--- src/mme_pkg.sv ---
package mme_pkg;

  localparam int QUEUE_DEPTH = 4;
  localparam int CFG_INDEX_W = 2;
  localparam int DIM_W = 4;

  localparam logic [1:0] REQ_WR_A = 2'd0;
  localparam logic [1:0] REQ_WR_B = 2'd1;
  localparam logic [1:0] REQ_RUN  = 2'd2;

  localparam logic [CFG_INDEX_W-1:0] CFG_A_ROWS    = 2'd0;
  localparam logic [CFG_INDEX_W-1:0] CFG_INNER_DIM = 2'd1;
  localparam logic [CFG_INDEX_W-1:0] CFG_B_COLS    = 2'd2;

  localparam logic [DIM_W-1:0] DIM_RESET = 4'd8;

  typedef enum logic [1:0] {
    OP_WR_A,
    OP_WR_B,
    OP_RUN
  } op_t;

  typedef enum logic {
    BK_IDLE,
    BK_RUN
  } bk_state_t;

  typedef struct packed {
    logic [1:0]         req_type;
    logic [2:0]         elem_row;
    logic [2:0]         elem_col;
    logic signed [31:0] elem_value;
  } req_word_t;

  typedef struct packed {
    logic [2:0]         out_row;
    logic [2:0]         out_col;
    logic signed [31:0] out_value;
    logic               last_result;
  } res_word_t;

  typedef struct packed {
    op_t         op;
    logic [2:0]  row;
    logic [2:0]  col;
    logic [31:0] value;
  } cmd_t;

  typedef struct packed {
    logic full;
    logic empty;
  } q_stat_t;

  typedef struct packed {
    logic [DIM_W-1:0] a_rows;
    logic [DIM_W-1:0] inner_dim;
    logic [DIM_W-1:0] b_cols;
  } dims_t;

endpackage

--- src/mme_queue.sv ---
module mme_queue (
  input  logic             clk,
  input  logic             rst,
  input  logic             push,
  input  mme_pkg::cmd_t    push_cmd,
  input  logic             pop,
  output mme_pkg::cmd_t    head,
  output mme_pkg::q_stat_t stat
);

  localparam int DEPTH = mme_pkg::QUEUE_DEPTH;
  localparam int PW    = (DEPTH > 1) ? $clog2(DEPTH) : 1;
  localparam int CW    = $clog2(DEPTH + 1);

  mme_pkg::cmd_t slots [DEPTH];
  logic [PW-1:0] wr_ptr;
  logic [PW-1:0] rd_ptr;
  logic [CW-1:0] count;

  assign head       = slots[rd_ptr];
  assign stat.full  = (count == CW'(DEPTH));
  assign stat.empty = (count == '0);

  always_ff @(posedge clk) begin
    if (push) begin
      slots[wr_ptr] <= push_cmd;
    end
  end

  always_ff @(posedge clk) begin
    if (rst) begin
      wr_ptr <= '0;
      rd_ptr <= '0;
      count  <= '0;
    end else begin
      if (push) begin
        wr_ptr <= (wr_ptr == PW'(DEPTH - 1)) ? '0 : wr_ptr + PW'(1);
      end
      if (pop) begin
        rd_ptr <= (rd_ptr == PW'(DEPTH - 1)) ? '0 : rd_ptr + PW'(1);
      end
      if (push && !pop) begin
        count <= count + CW'(1);
      end else if (pop && !push) begin
        count <= count - CW'(1);
      end
    end
  end

endmodule

--- config.mk ---
export PLATFORM = sky130hd
export DESIGN_NAME = mme_queue
export DESIGN_NICKNAME = d
export VERILOG_FILES = /design/src/mme_pkg.sv /design/src/mme_queue.sv
export SDC_FILE = /design/constraint.sdc
export NUM_CORES = 1
export LEC_CHECK = 0
export BUFFER_PORTS_ARGS = -buffer_cell sky130_fd_sc_hd__buf_2
export CAP_MARGIN = 20
export CORE_MARGIN = 4
export CORE_UTILIZATION = 30
export DETAILED_ROUTE_END_ITERATION = 6
export GPL_ROUTABILITY_DRIVEN = 0
export GPL_TIMING_DRIVEN = 1
export PLACE_DENSITY = 0.49
export SLEW_MARGIN = 25
export SYNTH_ARGS = -nofsm -noshare
export SYNTH_HDL_FRONTEND = slang
export SYNTH_SLANG_ARGS = --single-unit
--- constraint.sdc ---
create_clock -name clk -period 4 [get_ports clk]
set_clock_uncertainty 0.2 [all_clocks]
set_input_delay 0.8 -clock clk [delete_from_list [all_inputs] [get_ports clk]]
set_output_delay 0.8 -clock clk [all_outputs]
set_load 0.03 [all_outputs]
# Word level (Yosys, flattened, before mapping)
# Memory sizes are Yosys's and may differ from the RTL's. A register that Yosys moved wholly into a read port is not among the register bits.
# Index checks and enable logic that the tools add are counted.
# Widths: inputs -> output; s select.
word_totals:
  n_memories: 1
  reg_bits: 7
  word_cells: 25
  input_bits: 44
  ram_bits: 160
  output_inout_bits: 42
mem_list:
  columns: ["memory", "depth", "word_bits", "rd", "rd_clocked_by_memory_dff", "wr", "line", "source"]
  rows:
  - ["slots", 4, 40, 1, 1, 1, "mme_queue.sv:15", "mme_pkg::cmd_t slots [DEPTH];"]
op_classes:
  n_reduce_logical: 6
  n_eq_ne: 3
  n_mux: 8
  n_addsub: 4
op_table:
  columns: ["cell", "n"]
  rows:
  - ["$mux 2", 4]
  - ["$mux 3", 2]
  - ["$add 2x1->2 const B", 2]
  - ["$eq 2x2->1 const B", 2]
  - ["$add 3x1->3 const B", 1]
  - ["$eq 3x3->1 const B", 1]
  - ["$logic_not 3->1", 1]
  - ["$sub 3x1->3 const B", 1]
  - ["$logic_and 1x1->1", 2]
  - ["$logic_not 1->1", 2]
  - ["$mux 1", 2]
  - ["$reduce_bool 2->1", 1]

# Depth between registers and ports, before layout
# Gate-level depths: netlist of run 1.
logic_depth:
  ltp_word: 4
  depth_mapped: 7
  depth_no_buf: 7

# Worst setup path before layout of run 1
# Ideal clock, no wire load.
synth_path:
  path_kind: "input port to flip-flop"
  startpoint: "input push"
  endpoint: "memory slots[0][0] in the netlist's numbering (enable)"
  arrival_ps: 1772
  path_buffers: 0
  setup_time_ps: 401
  slack_ps: 1627
  required_time_ps: 3399
  cell_stages: 1
  cell_sequence: "and2_1"
synth_between:
  elab_chain_len: 2
synth_lines:
  columns: ["element", "line", "source"]
  rows:
  - ["start, declared", "mme_queue.sv:4", "input logic push,"]
  - ["$mux 1", "mme_queue.sv:25", "if (push) begin"]
  - ["$mux 1 (implied by the code)", "mme_queue.sv:26", "slots[wr_ptr] <= push_cmd;"]
  - ["end, declared", "mme_queue.sv:15", null]
# Every way passes these cells.

==> impl_results.md, run 1 <==
- Run status: finished clean
- Fin crit share: 0.7987
- Ys flop type: edfxtp_1
- Worst Hold Path Cells: 2
- Vias per Instance: 4.465
- Slew @ Worst Pin: 0.8810 ns
- Setup WS post-layout: 0.8054 ns
- WHS: 0.3276 ns
- Die Span Y: 152.4 microns
- Worst VDD drop: 0.2911 mV
- Fraction of layout cells with a size suffix above 1: 0.4426
- Top-Level Pins: 86
- Vias in the first global route: 3123
- Detailed-route wire length per cell: 18.74 microns
- Clk sinks: 169
- Crit path DAT: 2.19 ns
- Maxcap violations: 0
- DR pass1 iterations: 4
- CP max FO: 40
- Post-CTS Setup Bufs: 0
- Synth Instances: 253
- Clk slew on worst S/H paths: 0.06 ns
- Initial antenna violation count: 0
- HPWL Detailed: 7144 microns
- Register bit total from synthesis: 169
- Crit path kind: flip-flop to output pin
- FMAX: 313.0 MHz
- Top cell types by occurrence after synthesis: edfxtp_1, mux4_2, dfxtp_1
- CP Launch Type: flip-flop
- DRT antenna net count: 0
- Yosys warnings: 0
- HP Class: flip-flop to flip-flop
- Post-CTS sizing: 0
- Power Density: 529.9 nW/um^2
- Place WS: 1.158 ns
- Final wirelength: 11940 microns
- Synth area leader: edfxtp_1
- Final Hold Viols: 0
- Gr usage total: 0.1053
- Initial core utilization: 0.3073
- Max clock buf depth: 2
- Leakage: 2.533 nW
- Sequential fraction of the synthesis area: 0.7966
- Fill cells: 1879
- Setup TNS: 0 ns
- DRC: 0
- CTS Buf Count: 17
- Dpl cells: 606
- RSZ-0062 raised after global routing: false
- Avg Cell Area, Syn: 24.73 sq um
- Worst slew margin relative to its limit: 0.4127
- Largest cells by area after synthesis: edfxtp_1, mux4_2, dfxtp_1
- Req. time, crit path: 3.00 ns
- Vias post-DR: 2844
- Nets: 406
- Die width: 152.4 microns
- Yosys cell types: 18
- Syn Nets: 304
- DRT iter0 DRCs: 125
- Number of flops mapped to enable cells by yosys: 160
- IO buf count: 85
- Area post-placement: 6984 sq um
- Post-synth top area share: 0.7678
- Rows: 52
- Aggregate global routing overflow: 0
- Synth async-reset ratio: 0
- Htree depth: 4
- Cell area after synthesis: 6257 sq um
- R2R depth: 4
- Skew-Pair Late Insertion Delay: 0.41 ns
- Post-Layout Inst Area: 7527 sq um
- Largest net degree at the start of global routing: 41
- Final non-filler cell total: 637
- Hold_buf cts: 0
- Multi-input gate area: 1151 sq um
- First-pass GRT wire length: 18290 microns
- Worst Setup End Kind: output pin
- Area Growth Syn to Fin: 20.30%
- Count of pins over their slew limit: 0
- Most numerous cell in the Yosys netlist: edfxtp_1
- Die area: 23230 sq um
- Pwr Total: 3.989 mW
- Root Driver: clkbuf_16
- CORE AREA: 20360 sq um
- Finished Core Util: 0.3696
- Area occupied by registers: 4990 sq um
- Final setup viols: 0
- Fin crit period: 3.195 ns
- CTS tree: yes
-- power breakdown --
| part | switching (mW) | internal (mW) |
|---|---|---|
| clock network | 0.607 | 0.900 |
| registers | 0.0479 | 2.02 |
| logic | 0.254 | 0.156 |
-- routing by layer --
layer  vias up  GRT usage  part of all wire  wire (microns)
met5         -          0                 0               0
met4         0    0.02673             0.013             159
met3        12    0.04771             0.057             681
met2        74     0.1674              0.49            5867
met1      1494     0.1324              0.44            5229
li1       1264          -                 -               -
-- critical path: stages, from the launching register on --
cell and delay (ns):
dfxtp_4 0.92, mux4_2 0.63, buf_2 0.20
-- layout make-up --
| type | instances | share of cell area |
|---|---|---|
| timing repair buffer | 92 | 0.06516 |
| clock inverter | 11 | 0.01430 |
| tap | 270 | 0.04488 |
| multi-input combinational | 71 | 0.1529 |
| antenna | 1 | 0.0003324 |
| inverter | 4 | 0.001995 |
| sequential | 169 | 0.6629 |
| clock buffer | 19 | 0.05751 |
-- cell families after synthesis --
kind of cell    count (synthesis)  synth area share
flops                         169            0.7966
mux                            44            0.1504
simple gates                   15           0.01240
buf+inv                        13           0.02020
fa+ha+maj                       7           0.01520
compound gates                  3          0.002399
xor+xnor                        2          0.002800
-- state kept, by name, summed over array words and instances (netlist names), named ones only --
name,flops
slots,160
wr_ptr,2
count,3
rd_ptr,2
-- cell usage in the layout (no fill, tap or decap) --
cell type / instances
a21oi_1: 2
and2_2: 4
buf_12: 1
buf_2: 85
buf_4: 6
bufinv_16: 2
clkbuf_1: 2
clkbuf_16: 17
clkinv_1: 4
clkinv_2: 2
clkinvlp_4: 3
dfxtp_1: 7
dfxtp_2: 1
dfxtp_4: 1
diode_2: 1
edfxtp_1: 160
fa_1: 1
ha_1: 6
inv_1: 4
mux2i_1: 4
mux4_2: 40
nor2_1: 7
nor3_1: 1
nor3b_1: 2
o21ai_0: 1
or3_1: 1
xor2_1: 2
-- final timing paths --
check                              start                      to  slack [ns]
setup reg to reg  wr_ptr[0]$_SDFFE_PP0P_  slots[0][26]$_DFFE_PP_        1.93
setup / recovery               flip-flop                head[10]        0.81
hold reg to reg    count[2]$_SDFFE_PP0P_   count[2]$_SDFFE_PP0P_        0.33
hold / removal     count[2]$_SDFFE_PP0P_   count[2]$_SDFFE_PP0P_        0.33
Power figures use the tool's default switching activity.
==> run 2: changes to the inputs <==
--- a/config.mk
+++ b/config.mk
@@ -12,7 +12,7 @@
 export DETAILED_ROUTE_END_ITERATION = 6
 export GPL_ROUTABILITY_DRIVEN = 0
 export GPL_TIMING_DRIVEN = 1
-export PLACE_DENSITY = 0.49
+export PLACE_DENSITY = 0.51
 export SLEW_MARGIN = 25
 export SYNTH_ARGS = -nofsm -noshare
 export SYNTH_HDL_FRONTEND = slang
==> constraint.sdc (replaced) <==
create_clock -name clk -period 2.8 [get_ports clk]
set_clock_uncertainty 0.2 [all_clocks]
set_input_delay 0.56 -clock clk [delete_from_list [all_inputs] [get_ports clk]]
set_output_delay 0.56 -clock clk [all_outputs]
set_load 0.03 [all_outputs]
==> impl_results.md, run 2 (synthesis gave the netlist of run 1 again) <==
- Final wirelength: 11530 microns
- Final setup viols: 0
- Crit path cell chain: buf_4, mux4_2, buf_2
- Vias in the first global route: 3138
- Max reg flops: 160
- Htree depth: 4
- RSZ-0062 raised after global routing: false
- Initial core utilization: 0.3073
- Switch Pwr: 1.357 mW
- Internal cell power: 4.255 mW
- Reg2reg end: count[2]$_SDFFE_PP0P_
- Area post-placement: 7027 sq um
- DRT antenna net count: 0
- Seq pwr share: 0.521
- Reg-to-Reg Start: count[0]$_SDFFE_PP0P_
- Crit path DAT: 1.85 ns
- Routing usage on met1: 0.1228
- Largest Register: slots
- DRC: 0
- Largest net degree at the start of global routing: 41
- Die area: 23230 sq um
- Fin crit period: 2.612 ns
- Finished Core Util: 0.3711
- CP Launch Type: flip-flop
- Post-Layout Inst Area: 7557 sq um
- Area occupied by registers: 4990 sq um
- Worst hold endpoint: slots[2][9]$_DFFE_PP_
- Post-CTS Setup Bufs: 0
- Run status: finished clean
- N_diodes: 0
- Register-to-register setup slack: 1.09 ns
- DR pass1 iterations: 4
- Rows: 52
- Met2 usage: 0.1710
- Clk slew on worst S/H paths: 0.06 ns
- Area Growth Syn to Fin: 20.78%
- Clock group share of total power: 0.368
- Hold_buf cts: 0
- Post-CTS sizing: 0
- Slowest cell delay on critical path: 0.56 ns
- Die Span Y: 152.4 microns
- DRT iter0 DRCs: 134
- Leading cell types in the layout, fill and taps excluded: edfxtp_1, buf_2, mux4_2
- Aggregate global routing overflow: 0
- Root Driver: clkbuf_16
- Vias post-DR: 2817
- Fill cells: 1895
- Worst slew margin relative to its limit: 0.7341
- Top-Level Pins: 86
- CP max FO: 16
- Setup TNS: 0 ns
- IO buf count: 85
- HP Class: primary input to flip-flop
- Skew-Pair Late Insertion Delay: 0.41 ns
- Maxcap violations: 0
- Clk sinks: 169
- Top Usage Layer GRT: met2
- Initial antenna violation count: 0
- Hold Path Origin: push_cmd[9]
- R2R depth: 4
- Max clock buf depth: 2
- CTS Buf Count: 17
- Final Hold Viols: 0
- Die width: 152.4 microns
- Worst Hold Path Cells: 1
- CORE AREA: 20360 sq um
- CP Buf/Inv Count: 2
- CTS tree: yes
- Worst VDD drop: 0.3751 mV
- HPWL Detailed: 6992 microns
- CP max-delay cell: mux4_2
- Biggest regs: slots (160), count (3)
- Multi-input gate area: 1151 sq um
- Fraction of layout cells with a size suffix above 1: 0.4651
- Slew @ Worst Pin: 0.3988 ns
- Leading cell type in the layout, fill and taps excluded: edfxtp_1
- Count of pins over their slew limit: 0
- Sw frac: 0.2418
- FMAX: 382.8 MHz
- M3 GR Usage: 0.04260
- First-pass GRT wire length: 17800 microns
- WHS: 0.1594 ns
- Req. time, crit path: 2.04 ns
- Gr usage total: 0.1028
- Fin crit share: 0.9329
- Detailed-route wire length per cell: 17.95 microns
- Power Density: 742.6 nW/um^2
- Delay-heaviest family, CP: multiplexers
- Logic pwr share: 0.111
- Leakage: 2.552 nW
- Nets: 410
- Crit path kind: flip-flop to output pin
- Worst Setup End Kind: output pin
- Vias per Instance: 4.388
## run 2: cell count changes in the layout (fill, tap and decap cells not counted), sizes merged
cell,previous run,this run
diode,1,0
buf,92,96
bufinv,2,0
inv,4,7
clkbuf,19,18
clkinvlp,3,5
## run 2: how the worst max path moves through the flow
stage | from | cells past startpoint | end
final | flip-flop | 3 | head[0]
after global routing | flip-flop | 3 | head[9]
after global placement | pop | 8 | count[2]$_SDFFE_PP0P_
after floorplan | push | 1 | slots[0][0]$_DFFE_PP_
after CTS | flip-flop | 3 | head[0]
after detailed placement | pop | 8 | count[2]$_SDFFE_PP0P_
## run 2: layer usage
metal / routed length, microns / share of wire
met1: 4853 / 0.42
met2: 5967 / 0.52
met3: 573 / 0.050
met4: 131 / 0.011
met5: 0 / 0
## run 2: power by group through the flow
stage,combinational (mW),clock (mW),sequential (mW)
floorplan,0.437,0,2.97
global placement,0.634,0,2.97
detailed placement,0.643,0,2.98
CTS,0.645,2.15,2.93
global route,0.672,2.26,2.93
finish,0.622,2.07,2.92
## run 2: worst register-to-register path, stage by stage (launching register included)
cell and delay (ns):
dfxtp_1 0.36, fa_1 0.46, xor2_1 0.17, or3_1 0.30, a21oi_1 0.15
## run 2: area by class of cell
cell class,instances,share of cell area
sequential,169,0.6603
multi-input combinational,71,0.1523
timing repair buffer,96,0.07053
clock buffer,18,0.05679
tap,270,0.04470
clock inverter,14,0.01341
inverter,4,0.001987
## run 2: per-stage QoR
| step | setup slack, ns | power, mW | instances |
|---|---|---|---|
| 2_1_floorplan | 0.6672 | 3.409 | 253 |
| 3_3_place_gp | 0.5786 | 3.606 | 610 |
| 3_5_place_dp | 0.5093 | 3.623 | 610 |
| 4_1_cts | 0.1025 | 5.718 | 642 |
| 5_1_grt | 0.07158 | 5.867 | 642 |
| 6_report | 0.1880 | 5.612 | 642 |
